<file path="config.mk">
export PLATFORM = sky130hd
export DESIGN_NAME = point_in_polygon_parity
export DESIGN_NICKNAME = d
export VERILOG_FILES = /design/src/rtl/pip_pkg.sv /design/src/rtl/pip_dp.sv /design/src/rtl/pip_ctrl.sv /design/src/rtl/point_in_polygon_parity.sv
export SDC_FILE = /design/constraint.sdc
export NUM_CORES = 1
export LEC_CHECK = 0
export BUFFER_PORTS_ARGS = -buffer_cell sky130_fd_sc_hd__buf_2
export CORE_AREA = 5 5 198 200
export DETAILED_ROUTE_END_ITERATION = 12
export DIE_AREA = 0 0 203 205
export PLACE_DENSITY = 0.73
export SETUP_SLACK_MARGIN = 0.02
export SLEW_MARGIN = 40
export SYNTH_ARGS = -nofsm -noshare
export SYNTH_HDL_FRONTEND = slang
export SYNTH_SLANG_ARGS = --single-unit
export TNS_END_PERCENT = 10
</file>
<file path="constraint.sdc">
create_clock -name i_clk -period 15.8 [get_ports i_clk]
set_input_delay 4.74 -clock i_clk [delete_from_list [all_inputs] [get_ports i_clk]]
set_output_delay 4.74 -clock i_clk [all_outputs]
set_load 0.01 [all_outputs]
</file>
<file path="src/rtl/pip_pkg.sv">
package pip_pkg;

    // Default coordinate width
    localparam int COORD_BITS_DEF = 16;

    // Controller states
    typedef enum logic [1:0] {
        S_IDLE,
        S_CHECK,
        S_DIV,
        S_FINISH
    } t_state;

    // Commands from controller to datapath
    typedef struct packed {
        logic load;     // capture an edge word and classify it
        logic mul;      // form the product and seed the divider
        logic step;     // one quotient bit
        logic finish;   // fold the hit into parity, emit on last edge
    } t_dp_cmd;

    // Status from datapath to controller
    typedef struct packed {
        logic needs_div;  // edge in span with exactly one endpoint below
        logic last;       // captured word is the polygon's last edge
    } t_dp_sts;

endpackage

</file>
<file path="src/rtl/pip_dp.sv">
module pip_dp
    import pip_pkg::*;
#(
    parameter int COORD_BITS = COORD_BITS_DEF
) (
    input  logic                  i_clk,
    input  logic                  i_rst_n,
    input  t_dp_cmd               i_cmd,
    output t_dp_sts               o_sts,
    input  logic [COORD_BITS-1:0] i_point_x,
    input  logic [COORD_BITS-1:0] i_point_y,
    input  logic [COORD_BITS-1:0] i_start_x,
    input  logic [COORD_BITS-1:0] i_start_y,
    input  logic [COORD_BITS-1:0] i_end_x,
    input  logic [COORD_BITS-1:0] i_end_y,
    input  logic                  i_final_edge,
    output logic                  o_inside_res
);

    localparam int N = COORD_BITS;

    // Captured edge operands
    logic [N-1:0] r_py, r_ly, r_dx, r_d, r_dy_mag;
    logic         r_neg, r_span, r_both, r_one, r_last;
    // Divider
    logic [N-1:0] r_rem, r_dvd;
    // Parity and result
    logic         r_parity, r_inside;

    logic         a_below, b_below, a_low, in_span;
    logic [N-1:0] lx, ly, hx, hy;
    logic [N:0]   dy;
    logic [2*N-1:0] prod;
    logic [N:0]   div_sh;
    logic         div_ge;
    logic [N-1:0] div_sub;
    logic signed [N+1:0] sq, cross_y;
    logic         cross_below, hit, parity_nx;

    // Edge classification on the incoming word
    always_comb begin
        a_below = i_start_y < i_point_y;
        b_below = i_end_y < i_point_y;
        in_span = ((i_point_x >= i_start_x) && (i_point_x < i_end_x)) ||
                  ((i_point_x < i_start_x) && (i_point_x >= i_end_x));
        a_low   = i_start_x < i_end_x;
        lx = a_low ? i_start_x : i_end_x;
        ly = a_low ? i_start_y : i_end_y;
        hx = a_low ? i_end_x   : i_start_x;
        hy = a_low ? i_end_y   : i_start_y;
        dy = {1'b0, hy} - {1'b0, ly};
    end

    always_ff @(posedge i_clk) begin
        if (i_cmd.load) begin
            r_py     <= i_point_y;
            r_ly     <= ly;
            r_dx     <= i_point_x - lx;
            r_d      <= hx - lx;
            r_neg    <= dy[N];
            r_dy_mag <= dy[N] ? N'(-dy) : dy[N-1:0];
            r_span   <= in_span;
            r_both   <= a_below && b_below;
            r_one    <= a_below ^ b_below;
            r_last   <= i_final_edge;
        end
    end

    // Product magnitude; its high half is below the divisor
    assign prod = r_dx * r_dy_mag;

    // Restoring divider step; the difference is kept only when it fits
    always_comb begin
        div_sh  = {r_rem, r_dvd[N-1]};
        div_ge  = div_sh >= {1'b0, r_d};
        div_sub = N'(div_sh - {1'b0, r_d});
    end

    always_ff @(posedge i_clk) begin
        if (i_cmd.mul) begin
            r_rem <= prod[2*N-1:N];
            r_dvd <= prod[N-1:0];
        end else if (i_cmd.step) begin
            r_rem <= div_ge ? div_sub : div_sh[N-1:0];
            r_dvd <= {r_dvd[N-2:0], div_ge};
        end
    end

    // Crossing y against the point, quotient truncated toward zero
    always_comb begin
        sq = r_neg ? -$signed({2'b00, r_dvd}) : $signed({2'b00, r_dvd});
        cross_y     = $signed({2'b00, r_ly}) + sq;
        cross_below = cross_y < $signed({2'b00, r_py});
        hit         = r_span && (r_both || (r_one && cross_below));
        parity_nx   = r_parity ^ hit;
    end

    // Parity and result register
    always_ff @(posedge i_clk) begin
        if (!i_rst_n) begin
            r_parity <= 1'b0;
        end else if (i_cmd.finish) begin
            r_parity <= r_last ? 1'b0 : parity_nx;
        end
    end

    always_ff @(posedge i_clk) begin
        if (i_cmd.finish && r_last) begin
            r_inside <= parity_nx;
        end
    end

    assign o_sts.needs_div = r_span && r_one;
    assign o_sts.last      = r_last;
    assign o_inside_res    = r_inside;

endmodule

</file>
<file path="src/rtl/pip_ctrl.sv">
module pip_ctrl
    import pip_pkg::*;
#(
    parameter int COORD_BITS = COORD_BITS_DEF
) (
    input  logic    i_clk,
    input  logic    i_rst_n,
    input  logic    i_in_valid,
    output logic    o_in_ready,
    output logic    o_out_valid,
    input  logic    i_out_ready,
    output t_dp_cmd o_cmd,
    input  t_dp_sts i_sts
);

    localparam int CW = $clog2(COORD_BITS);

    t_state        r_state, n_state;
    logic [CW-1:0] r_cnt, n_cnt;
    logic          r_out_valid, n_out_valid;
    logic          out_busy;

    // State, counter and output valid registers
    always_ff @(posedge i_clk) begin
        if (!i_rst_n) begin
            r_state     <= S_IDLE;
            r_cnt       <= '0;
            r_out_valid <= 1'b0;
        end else begin
            r_state     <= n_state;
            r_cnt       <= n_cnt;
            r_out_valid <= n_out_valid;
        end
    end

    // Next state and commands
    always_comb begin
        n_state     = r_state;
        n_cnt       = r_cnt;
        o_cmd       = '0;
        o_in_ready  = 1'b0;
        out_busy    = r_out_valid && !i_out_ready;
        n_out_valid = r_out_valid && !i_out_ready;
        unique case (r_state)
            S_IDLE: begin
                o_in_ready = 1'b1;
                if (i_in_valid) begin
                    o_cmd.load = 1'b1;
                    n_state    = S_CHECK;
                end
            end
            S_CHECK: begin
                n_cnt = '0;
                if (i_sts.needs_div) begin
                    o_cmd.mul = 1'b1;
                    n_state   = S_DIV;
                end else begin
                    n_state = S_FINISH;
                end
            end
            S_DIV: begin
                o_cmd.step = 1'b1;
                n_cnt      = r_cnt + 1'b1;
                if (r_cnt == CW'(COORD_BITS - 1)) begin
                    n_state = S_FINISH;
                end
            end
            S_FINISH: begin
                // wait for a free output register on the last edge
                if (!(i_sts.last && out_busy)) begin
                    o_cmd.finish = 1'b1;
                    n_state      = S_IDLE;
                    if (i_sts.last) begin
                        n_out_valid = 1'b1;
                    end
                end
            end
            default: n_state = S_IDLE;
        endcase
    end

    assign o_out_valid = r_out_valid;

    // An accepted word always moves to classification
    a_load_check: assert property (@(posedge i_clk) disable iff (!i_rst_n)
        (i_in_valid && o_in_ready) |=> (r_state == S_CHECK))
        else $error("accepted word did not enter check");

    // Divider count stays within the coordinate width
    a_cnt_range: assert property (@(posedge i_clk) disable iff (!i_rst_n)
        (r_state == S_DIV) |-> (r_cnt <= CW'(COORD_BITS - 1)))
        else $error("divider count out of range");

    // A result appears only from finishing a last edge
    a_out_src: assert property (@(posedge i_clk) disable iff (!i_rst_n)
        $rose(r_out_valid) |-> $past(o_cmd.finish && i_sts.last))
        else $error("result without last edge");

    // Finish never overwrites a pending result
    a_no_overrun: assert property (@(posedge i_clk) disable iff (!i_rst_n)
        (o_cmd.finish && i_sts.last) |-> !out_busy)
        else $error("result overwritten");

endmodule

</file>
<file path="src/rtl/point_in_polygon_parity.sv">
// Crossing-number point-in-polygon test, one polygon edge per input word.
// Input channel (i_in_valid / o_in_ready) carries the query point, the
// edge endpoints and i_final_edge. Each edge in the point's half-open x
// span that passes below the point toggles a parity bit. On the last
// edge one output word (o_out_valid / i_out_ready) carries o_inside_res
// and the parity clears for the next polygon.
// Per edge: an edge that needs no crossing-y computation goes from accept
// through check and finish back to idle; an edge with exactly one endpoint
// below the point also passes the restoring divider, which resolves one
// quotient bit a cycle. No new edge is accepted until the current one finishes.
// The result is valid the cycle after the last edge finishes.
// The output register decouples the sides: new edges are accepted while
// a result waits. If the receiver stalls and another last edge finishes,
// the block holds that edge until the pending result is taken.
// Reset (i_rst_n low, synchronous) clears parity and drops o_out_valid.
module point_in_polygon_parity
    import pip_pkg::*;
#(
    parameter int COORD_BITS = COORD_BITS_DEF
) (
    input  logic                  i_clk,
    input  logic                  i_rst_n,
    input  logic                  i_in_valid,
    output logic                  o_in_ready,
    input  logic [COORD_BITS-1:0] i_point_x,
    input  logic [COORD_BITS-1:0] i_point_y,
    input  logic [COORD_BITS-1:0] i_start_x,
    input  logic [COORD_BITS-1:0] i_start_y,
    input  logic [COORD_BITS-1:0] i_end_x,
    input  logic [COORD_BITS-1:0] i_end_y,
    input  logic                  i_final_edge,
    output logic                  o_out_valid,
    input  logic                  i_out_ready,
    output logic                  o_inside_res
);

    t_dp_cmd cmd;
    t_dp_sts sts;

    // Sequencer
    pip_ctrl #(
        .COORD_BITS(COORD_BITS)
    ) u_ctrl (
        .i_clk       (i_clk),
        .i_rst_n     (i_rst_n),
        .i_in_valid  (i_in_valid),
        .o_in_ready  (o_in_ready),
        .o_out_valid (o_out_valid),
        .i_out_ready (i_out_ready),
        .o_cmd       (cmd),
        .i_sts       (sts)
    );

    // Edge test, multiplier, divider and parity
    pip_dp #(
        .COORD_BITS(COORD_BITS)
    ) u_dp (
        .i_clk        (i_clk),
        .i_rst_n      (i_rst_n),
        .i_cmd        (cmd),
        .o_sts        (sts),
        .i_point_x    (i_point_x),
        .i_point_y    (i_point_y),
        .i_start_x    (i_start_x),
        .i_start_y    (i_start_y),
        .i_end_x      (i_end_x),
        .i_end_y      (i_end_y),
        .i_final_edge (i_final_edge),
        .o_inside_res (o_inside_res)
    );

endmodule

</file>
==> key figures, run 1 <==
STA
  – RSZ-0062 raised after global routing: no
  – Tcrit/Tclk final: 62.67%
  – Slew Viols, Final: 0
  – Final Skew: 0.007718 ns
  – FMAX: 0.1010 GHz
  – Setup-failing EPs final: 0
  – Setup ws final: 5.898 ns
  – Final Hold Viols: 0
  – Tmin final: 9.902 ns
  – TNS Setup: 0 ns
  – Slew @ Worst Pin: 0.8037 ns
  – Slew HR: 46.42%

Synthesis
  – Avg Cell Area, Syn: 8.738 sq um
  – Proportion of synthesized flip-flops having asynchronous set or reset: 0%
  – Top_reg_cell synth: edfxtp_1
  – Warning count from the yosys run: 0
  – Post-synth EDFFs: 118
  – Cell variety after synth: 91
  – Mapped Area: 20240 sq um
  – #FFs+latches synth: 126
  – Syn Inst Count: 2316
  – Mapped Nets: 2869
  – Sequential fraction of the synthesis area: 18.30%

Min path
  – Cell count of the worst hold path: 2
  – Min-Delay Startpoint: u_ctrl.r_cnt[1]$_SDFFE_PN0P_
  – Hold Crit Class: reg2reg
  – Endpoint, Worst Hold: u_ctrl.r_cnt[1]$_SDFFE_PN0P_

Clocking
  – Clock Latency Late Sink: 0.42 ns
  – CTS-repair resized insts: 0
  – Hold Buf Count CTS: 0
  – Number of setup buffers added after CTS: 0
  – TritonCTS Buffers: 17
  – CTS tree: done
  – Clock sinks: 126
  – Clock Tree Buf Depth: 2
  – CTS clk-pin slew, worst paths: 0.06 ns
  – H-tree depth: 4
  – Clk root buf: clkbuf_16

Floorplanning
  – Initial core utilization: 54.37%
  – I/O pin total: 104
  – Row Count: 71
  – Die width: 203 um
  – Core area: 37220 sq um
  – Total die area: 41620 sq um
  – Die height: 205 um

Placement
  – Port Buffers: 103
  – Gp weighted congestion: 0.9547
  – Final HPWL DP: 41650 um
  – Pre-CTS setup slack: 5.514 ns

Drt
  – Vias per cell: 5.749
  – WL per Instance: 17.91 um
  – Drt drc: 0
  – DR iter-0 viols: 1168
  – 1st-pass router iterations: 6
  – DRT Wirelength: 51370 um
  – DRT antenna net count: 0
  – DR vias: 16490

Setup path
  – FF-to-FF path depth: 23
  – CP Class: in2reg
  – Setup crit start kind: input pin
  – Worst path slowest cell: o21ai_4
  – RR Endpoint: u_dp.r_rem[15]$_DFFE_PP_
  – Reg2Reg Setup Slack: 8.28 ns
  – Crit-path leading delay family: compound AO/OA/AOI/OAI gates
  – Crit-path most repeated cell: a21oi_1
  – RR Startpoint: u_dp.r_dy_mag[12]$_DFFE_PP_
  – Crit. End Element: flop
  – Largest stage delay, worst path: 0.52 ns
  – Data required, critical path: 15.96 ns
  – WP data arrival: 10.07 ns
  – Crit Path Max Fanout: 41
  – Worst path bufs/invs: 4

Final layout
  – Area Growth Syn to Fin: 7.617%
  – Net count, final: 2935
  – # diodes: 0
  – Layout cells sized above 1: 7.474%
  – Number of fillers in the final layout: 3288

GRT
  – Initial antenna violation count: 3
  – Number of global-route vias before repair: 16830
  – Overflow after GRT: 0
  – Global Route Usage Sum: 25.33%
  – First-pass GRT wire length: 85100 um
  – Pin count of the biggest net entering global routing: 66

Outcome
  – Status: completed

Run
  – Max-cap violation count: 0
## worst min-delay path: cells and delay by family, from the launching register on
family,cells,cell delay [ns]
compound gates,1,0.07
flops,1,0.33
simple gates,1,0.07
## metrics by stage
| stage | hold slack (ns) | cell area, sq um | utilization, % | std cells |
|---|---|---|---|---|
| floorplan | 0.4714 | 20240 | - | 2316 |
| global placement | 0.4877 | 21140 | 56.80 | 2837 |
| detailed placement | 0.5077 | 21150 | 56.82 | 2837 |
| CTS | 0.5176 | 21780 | 58.51 | 2869 |
| global route | 0.5576 | 21780 | 58.51 | 2869 |
| finish | 0.5134 | 21780 | 58.51 | 2869 |
## how the worst max path moves through the flow
stage                           start                       to  cells past startpoint
after floorplan           i_end_x[13]  u_dp.r_dx[14]$_DFFE_PP_                     27
after global placement    i_end_x[13]  u_dp.r_dx[14]$_DFFE_PP_                     25
after detailed placement  i_end_x[13]  u_dp.r_dx[14]$_DFFE_PP_                     25
after CTS                 i_end_x[13]  u_dp.r_dx[14]$_DFFE_PP_                     25
after global routing      i_end_x[13]  u_dp.r_dx[14]$_DFFE_PP_                     25
final                     i_end_x[13]  u_dp.r_dx[14]$_DFFE_PP_                     25
## cells in the final DEF, fill, tap and decap left out, drive strengths merged, types with 9 or more instances in the layout
cell / count
inv: 352
nand2: 303
ha: 255
fa: 197
a21oi: 126
and2: 121
edfxtp: 118
buf: 109
o21ai: 108
nor2: 102
xnor2: 83
nand2b: 49
nor2b: 48
a21o: 47
nand3: 35
xor2: 30
nor3: 24
o211ai: 20
clkbuf: 20
o31ai: 19
nand4: 18
o21a: 16
mux2i: 16
a31oi: 16
a211oi: 14
a21boi: 11
o21bai: 10
and3: 9
## final cells by class
| cell class | count | area [sq um] | share of cell area (%) |
|---|---|---|---|
| Inverter | 352 | 1321 | 6.067 |
| Multi-Input combinational cell | 1776 | 14970 | 68.74 |
| Timing Repair Buffer | 109 | 560.5 | 2.574 |
| Clock buffer | 20 | 436.7 | 2.005 |
| Tap cell | 474 | 593.1 | 2.723 |
| Clock inverter | 12 | 192.7 | 0.8848 |
| Sequential cell | 126 | 3704 | 17.01 |
## registers in the layout, summed over array words and instances (netlist names)
name / count
u_dp.r_dy_mag: 16
u_dp.r_py: 16
u_dp.r_span: 1
u_ctrl.r_cnt: 4
u_dp.r_one: 1
u_dp.r_dvd: 16
u_dp.r_neg: 1
u_dp.o_inside_res: 1
u_dp.r_last: 1
u_dp.r_ly: 16
u_dp.r_parity: 1
u_dp.r_d: 16
u_ctrl.o_out_valid: 1
u_dp.r_rem: 16
u_dp.r_dx: 16
u_ctrl.r_state: 2
u_dp.r_both: 1
## cell usage after synthesis, types with 18 or more instances
cell type / number / share of area (%)
edfxtp_1: 118 / 18
inv_1: 352 / 6.5
xor2_1: 30 / 1.3
nor2b_1: 48 / 1.5
ha_1: 255 / 16
clkbuf_1: 54 / 1.0
nor2_1: 102 / 1.9
and2_1: 121 / 3.7
nand3_1: 35 / 0.87
xnor2_1: 81 / 3.5
o31ai_1: 18 / 0.67
a21o_1: 47 / 1.7
o21ai_0: 99 / 2.4
nand2b_1: 49 / 1.5
nand2_1: 303 / 5.6
fa_1: 197 / 19
nor3_1: 24 / 0.59
a21oi_1: 120 / 3.0
## layer usage
layer  part of all wire [%]  wire, um  vias to the layer above  GRT usage, %
met2                     47     23990                      567         42.10
met3                    6.5      3339                       96         3.657
met5                  0.056        29                        -             0
met1                     44     22600                     7955         34.51
li1                       -         -                     7872             -
met4                    2.7      1406                        4         7.953
## cells by family (layout without fill, tap and decap cells)
logic type	Yosys count	after routing	synth area share (%)
AOI/OAI and AO/OA	450	450	14.74
xor gates and xnor gates	113	113	4.965
adders and majority gates	452	452	35.25
buffers and inverters	414	493	7.840
DFF	126	126	18.30
muxes	19	19	0.9583
and+or+nand+nor	742	742	17.94
Power of run 1 is not shown: default switching activity piles up to over one toggle a cycle in this logic, so the estimate is an artifact.
==> run 2, diff against run 1 <==
Settings changed: ABC_AREA set to 1, CORE_AREA 5 5 198 200 to 5 5 199 201, DIE_AREA 0 0 203 205 to 0 0 204 206.
Clock period 15.8 ns to 9.3 ns, I/O delays scaled along.
==> run 2 against run 1 <==
Effect of this change:
- utilization fell by 0.30 points
- flip-flop and latch count is the same
- hold slack got worse by 0.014 ns
- setup slack worse by 3.6 ns
- critical path depth did not move
- synthesized area rose by 0.28%
- via count rose by 2.5%
- final area is essentially flat
- clock skew up 0.0011 ns
==> key figures, run 2 <==
STA
  – Slew Viols, Final: 0 (unchanged)
  – Final Hold Viols: 0 (unchanged)
  – Slew @ Worst Pin: 0.8691 ns (+0.06539 ns)
  – Slew HR: 42.06% (-4.4 points)
  – Setup-failing EPs final: 0 (unchanged)
  – Tcrit/Tclk final: 75.76%
  – Tmin final: 7.045 ns
  – RSZ-0062 raised after global routing: no
  – FMAX: 0.1419 GHz
  – Final Skew: 0.008815 ns (+0.001097 ns)
  – Hold WS: 0.4999 ns (-0.01350 ns)
  – TNS Setup: 0 ns (unchanged)

Floorplanning
  – I/O pin total: 104 (unchanged)
  – Die height: 206 um (+0.49%)
  – Row Count: 71 (unchanged)
  – Core area: 37400 sq um (+0.48%)
  – Die width: 204 um (+0.49%)
  – Initial core utilization: 54.26% (-0.11 points)
  – Total die area: 42020 sq um (+0.98%)

Setup path
  – CP startpoint: i_end_x[13]
  – FF-to-FF path depth: 23 (unchanged)
  – Data required, critical path: 9.47 ns (-6.49 ns)
  – Reg2Reg Setup Slack: 2.45 ns (-5.83 ns)
  – Crit Path Max Fanout: 51 (+24%)
  – CP Class: in2reg
  – Worst path bufs/invs: 2 (-2)
  – Setup crit start kind: input pin
  – Crit. End Element: flop
  – RR Startpoint: u_dp.r_dy_mag[15]$_DFFE_PP_
  – Crit-path leading delay family: simple AND/OR/NAND/NOR gates
  – Crit-path most repeated cell: nand2_1
  – Largest stage delay, worst path: 0.68 ns (+0.16 ns)
  – RR Endpoint: u_dp.r_rem[13]$_DFFE_PP_
  – Worst path slowest cell: nand2_4
  – WP data arrival: 7.22 ns (-2.85 ns)

Placement
  – Port Buffers: 103 (unchanged)
  – Placed insts: 3164 (+12%)
  – Cell Area, Placed: 21120 sq um (-0.13%)
  – Gp weighted congestion: 0.9052 (-5.2%)
  – Final HPWL DP: 40320 um (-3.2%)

Synthesis
  – Mapped Area: 20290 sq um (+0.28%)
  – Syn Inst Count: 2627 (+13%)
  – Most frequent cell after synthesis: nand2_1
  – #FFs+latches synth: 126 (unchanged)
  – Avg Cell Area, Syn: 7.725 sq um (-12%)
  – Sequential fraction of the synthesis area: 18.25% (-0.051 points)
  – Share of Yosys cell area claimed by the top area cell type: 19.43% (-0.054 points)
  – Cell taking the most area after synthesis: fa_1
  – Proportion of synthesized flip-flops having asynchronous set or reset: 0% (unchanged)
  – Commonest cells in the netlist: 624 x nand2_1, 576 x inv_1, 255 x ha_1, 197 x fa_1, 151 x a21oi_1
  – Synth top area cells: fa_1 19%, edfxtp_1 17%, ha_1 16%
  – Cell variety after synth: 61 (-33%)
  – Warning count from the yosys run: 0 (unchanged)
  – Post-synth EDFFs: 118 (unchanged)
  – Mapped Nets: 3180 (+11%)
  – Top_reg_cell synth: edfxtp_1

Outcome
  – Status: completed

Drt
  – Drt drc: 0 (unchanged)
  – DR iter-0 viols: 1351 (+16%)
  – WL per Instance: 15.43 um (-14%)
  – DRT antenna net count: 0 (unchanged)
  – Vias per cell: 5.286 (-8.1%)
  – DRT Wirelength: 49370 um (-3.9%)
  – 1st-pass router iterations: 5 (-1)
  – DR vias: 16910 (+2.5%)

Clocking
  – Clock Tree Buf Depth: 2 (unchanged)
  – CTS-repair resized insts: 0 (unchanged)
  – TritonCTS Buffers: 17 (unchanged)
  – Number of setup buffers added after CTS: 0 (unchanged)
  – Clock sinks: 126 (unchanged)
  – Clock Latency Late Sink: 0.42 ns (about the same)
  – Hold Buf Count CTS: 0 (unchanged)
  – Clk root buf: clkbuf_16
  – CTS tree: done
  – CTS clk-pin slew, worst paths: 0.06 ns (about the same)
  – H-tree depth: 4 (unchanged)

Final layout
  – Non-Filler Instances: 3200 (+12%)
  – Net count, final: 3229 (+10%)
  – FF/Latch Area: 3704 sq um (unchanged)
  – Area Growth Syn to Fin: 7.275%
  – # diodes: 0 (unchanged)
  – Final Cell Area: 21770 sq um (about the same)
  – Area taken by multi-input logic gates: 14040 sq um (-6.2%)
  – Number of fillers in the final layout: 3381 (+2.8%)
  – Commonest cells after routing, fill and taps aside: 624 x nand2_1, 575 x inv_1, 255 x ha_1, 197 x fa_1, 151 x a21oi_1
  – Most common cell after layout, fill and taps aside: nand2_1
  – Layout cells sized above 1: 8.628% (+1.2 points)

GRT
  – Pin count of the biggest net entering global routing: 74 (+12%)
  – Number of global-route vias before repair: 17190 (+2.1%)
  – Overflow after GRT: 0 (unchanged)
  – First-pass GRT wire length: 82170 um (-3.4%)
  – Global Route Usage Sum: 23.96% (-1.4 points)
  – Initial antenna violation count: 0 (-3)

Min path
  – Min-Delay Startpoint: u_ctrl.r_cnt[1]$_SDFFE_PN0P_
  – Cell count of the worst hold path: 2 (unchanged)
  – Hold Crit Class: reg2reg
  – Endpoint, Worst Hold: u_ctrl.r_cnt[1]$_SDFFE_PN0P_

Run
  – Max-cap violation count: 0 (unchanged)
## run 2: worst max path at each step
| stage | endpoint | slack [ns] | cells past startpoint |
|---|---|---|---|
| after floorplan | u_dp.r_dx[15]$_DFFE_PP_ | 3.22 | 26 |
| after global placement | u_dp.r_dx[15]$_DFFE_PP_ | 1.96 | 26 |
| after detailed placement | u_dp.r_dx[14]$_DFFE_PP_ | 1.85 | 24 |
| after CTS | u_dp.r_dx[14]$_DFFE_PP_ | 2.29 | 24 |
| after global routing | u_dp.r_dx[15]$_DFFE_PP_ | 1.80 | 26 |
| final | u_dp.r_dx[15]$_DFFE_PP_ | 2.25 | 25 |
## run 2: per-stage QoR
step | utilization, % | setup slack, ns
6_report | 58.21 | 2.255
5_1_grt | 58.21 | 1.799
4_1_cts | 58.09 | 2.295
3_5_place_dp | 56.48 | 1.848
3_3_place_gp | 56.46 | 1.963
2_1_floorplan | - | 3.216
## run 2: per-layer routing
| layer | global-route usage [%] | vias up | routed length [um] |
|---|---|---|---|
| li1 | - | 8352 | - |
| met4 | 6.269 | 0 | 760 |
| met1 | 32.75 | 7936 | 22450 |
| met2 | 40.11 | 560 | 23020 |
| met5 | 0 | - | 0 |
| met3 | 3.766 | 66 | 3134 |
## run 2: cell type report
class	instances	area share [%]
multi-input cells	1837	64.48
well taps	511	2.937
inverters	582	10.04
clock buffers	18	1.971
repair buffers	112	2.765
clock inverters	14	0.7989
flip-flops and latches	126	17.01
## run 2: logic make-up after synthesis
family / Yosys count / synth area share (%)
flops: 126 / 18.25
mux: 1 / 0.05549
fa+ha+maj: 452 / 35.16
simple gates: 931 / 19.60
buf+inv: 664 / 12.61
compound gates: 355 / 10.10
xor+xnor: 98 / 4.230
## run 2: tightest hold or removal path, stage by stage, from the launching register on
cell	delay (ns)
dfxtp_1	0.32
inv_1	0.07
a211oi_1	0.06
Power of run 2 is left out for the same reason.
==> run 3, diff against run 2 <==
Settings changed: ABC_AREA 1 to 0, CORE_AREA 5 5 199 201 to 5 5 198 200, DIE_AREA 0 0 204 206 to 0 0 203 205, PLACE_DENSITY 0.73 to 0.76.
Clock period 9.3 ns to 6 ns, I/O delays scaled along.
==> run 3 against run 2 <==
Effect of this change:
- the run now ends with setup timing left
- register-to-register slack got worse by 3.1 ns
- first-iteration DRC count shrank 11%
- global-route usage increased by 2.7 points
- critical path type is now reg2reg
- largest cell class unchanged
==> key figures, run 3 (same netlist as run 1, synthesis figures left out) <==
Clocking
  – Clock sinks: 126 (unchanged)
  – H-tree depth: 4 (unchanged)
  – TritonCTS Buffers: 17 (unchanged)
  – Hold Buf Count CTS: 0 (unchanged)
  – Clk root buf: clkbuf_16
  – Clock Tree Buf Depth: 2 (unchanged)
  – Clock Latency Late Sink: 0.44 ns (+0.02 ns)
  – CTS tree: done
  – CTS clk-pin slew, worst paths: 0.06 ns (about the same)

Drt
  – DRT antenna net count: 0 (unchanged)
  – Drt drc: 0 (unchanged)
  – WL per Instance: 17.96 um (+16%)
  – DRT Wirelength: 54850 um (+11%)
  – DR vias: 17370 (+2.7%)
  – Vias per cell: 5.689 (+7.6%)
  – DR iter-0 viols: 1201 (-11%)
  – 1st-pass router iterations: 6 (+1)

Setup path
  – Worst path bufs/invs: 5 (+3)
  – WP data arrival: 6.76 ns (-0.46 ns)
  – Setup crit start kind: flop
  – Largest stage delay, worst path: 0.54 ns (-0.14 ns)
  – Crit. End Element: flop
  – Crit-path leading delay family: adder cells
  – Crit-path most repeated cell: fa_1
  – Data required, critical path: 6.16 ns (-3.31 ns)
  – Worst path slowest cell: fa_1
  – CP Class: reg2reg
  – Crit Path Max Fanout: 7 (-86%)

STA
  – Tmin final: 6.601 ns
  – Slew HR: 45.36% (+3.3 points)
  – RSZ-0062 raised after global routing: yes
  – Hold WS: 0.5160 ns (+0.01615 ns)
  – Slew Viols, Final: 0 (unchanged)
  – Final Hold Viols: 0 (unchanged)
  – Slew @ Worst Pin: 0.8196 ns (-0.04945 ns)
  – Setup ws final: -0.6006 ns (-2.855 ns)
  – Setup-failing EPs final: 15 (+15)
  – Final Skew: 0.01082 ns (+0.002008 ns)
  – FMAX: 0.1515 GHz
  – TNS Setup: -3.302 ns (-3.302 ns)
  – Tcrit/Tclk final: 110.0%

Final layout
  – Most common cell after layout, fill and taps aside: inv_1
  – Final Cell Area: 23590 sq um (+8.4%)
  – Number of fillers in the final layout: 2975 (-12%)
  – # diodes: 0 (unchanged)
  – Net count, final: 3120 (-3.4%)
  – Area Growth Syn to Fin: 16.56%
  – Commonest cells after routing, fill and taps aside: 347 x inv_1, 303 x nand2_1, 240 x ha_1, 191 x fa_1, 185 x buf_4
  – Layout cells sized above 1: 16.28% (+7.7 points)

Floorplanning
  – Die width: 203 um (-0.49%)
  – Total die area: 41620 sq um (-0.97%)
  – Die height: 205 um (-0.49%)
  – Core area: 37220 sq um (-0.48%)
  – Initial core utilization: 54.37% (+0.11 points)
  – I/O pin total: 104 (unchanged)
  – Row Count: 71 (unchanged)

Placement
  – Cell Area, Placed: 22600 sq um (+7.0%)
  – Final HPWL DP: 44560 um (+11%)
  – Port Buffers: 103 (unchanged)
  – Pre-CTS setup slack: -0.7279 ns (-2.576 ns)
  – Gp weighted congestion: 0.9511 (+5.1%)

Outcome
  – Failing checks: setup timing
  – Status: finished, violations left

Run
  – Max-cap violation count: 0 (unchanged)

GRT
  – Number of global-route vias before repair: 17960 (+4.5%)
  – Pin count of the biggest net entering global routing: 58 (-22%)
  – First-pass GRT wire length: 90150 um (+9.7%)
  – Initial antenna violation count: 0 (unchanged)
  – Overflow after GRT: 0 (unchanged)
  – Global Route Usage Sum: 26.68% (+2.7 points)

Min path
  – Hold Crit Class: reg2reg
run 3: cell count changes in the layout (fill, tap and decap cells not counted), moves of 24 or more:
cell      before  now
a21oi_1      151  114
nand2_1      624  303
inv_1        575  347
nand3_1       79   33
a21o_1         7   47
xnor2_1       31   81
and2_1         1  116
xor2_1        67   30
buf_4          4  185
nand2b_1       0   49
nand2_2       24    0
nor2b_1        0   48
run 3: cell type report:
cell class | instances | area (sq um) | area share (%)
Clock buffer | 18 | 429.2 | 1.819
Clock inverter | 14 | 212.7 | 0.9018
Inverter | 352 | 1321 | 5.602
Multi-Input combinational cell | 1776 | 15340 | 65.03
Sequential cell | 126 | 3704 | 15.70
Tap cell | 474 | 593.1 | 2.514
Timing Repair Buffer | 294 | 1989 | 8.434
run 3: worst register-to-register path: stages, from the launching register on:
cell and delay (ns):
edfxtp_1 0.43, buf_6 0.17, and2_4 0.14, fa_1 0.52, inv_1 0.06, fa_1 0.53, inv_1 0.05, fa_1 0.51
fa_2 0.45, fa_1 0.54, inv_1 0.07, fa_1 0.49, inv_2 0.05, ha_4 0.21, a21o_1 0.15, a21o_1 0.17
a21o_1 0.20, nand3_2 0.08, a21boi_2 0.05, o21a_1 0.23, o31ai_4 0.24, a21oi_2 0.11, or4_4 0.45, a31oi_4 0.18
xnor2_1 0.14, mux2i_1 0.10
run 3: final timing paths:
path | from | endpoint | slack (ns) | cells after the start
worst max-delay path | u_dp.r_dy_mag[6]$_DFFE_PP_ | u_dp.r_rem[15]$_DFFE_PP_ | -0.60 | 25
worst min register to register | u_ctrl.r_cnt[1]$_SDFFE_PN0P_ | u_ctrl.r_cnt[1]$_SDFFE_PN0P_ | 0.52 | 2
worst max register to register | u_dp.r_dy_mag[6]$_DFFE_PP_ | u_dp.r_rem[15]$_DFFE_PP_ | -0.60 | 25
worst min-delay path | u_ctrl.r_cnt[1]$_SDFFE_PN0P_ | u_ctrl.r_cnt[1]$_SDFFE_PN0P_ | 0.52 | 2
run 3: stage by stage:
| step | util [%] | cells |
|---|---|---|
| finish | 63.37 | 3054 |
| global route | 63.37 | 3054 |
| CTS | 62.70 | 3045 |
| detailed placement | 60.71 | 3009 |
| global placement | 60.69 | 3009 |
| floorplan | - | 2316 |
run 3: layer usage:
metal / track usage [%] / share of wire, % / vias up / routed length [um]
li1: - / - / 8253 / -
met1: 35.46 / 42 / 8262 / 23140
met2: 45.32 / 48 / 734 / 26370
met3: 3.894 / 6.7 / 124 / 3678
met4: 8.366 / 3.0 / 0 / 1658
met5: 0 / 0 / - / 0
run 3: what timing repair did:
action / CTS / global route
buffers inserted: 4 / 8
pin swaps: 6 / 34
endpoints found under the setup margin: 17 / 20
resized for setup: 18 / 37
gates cloned: 0 / 1
Power of run 3 is left out for the same reason.
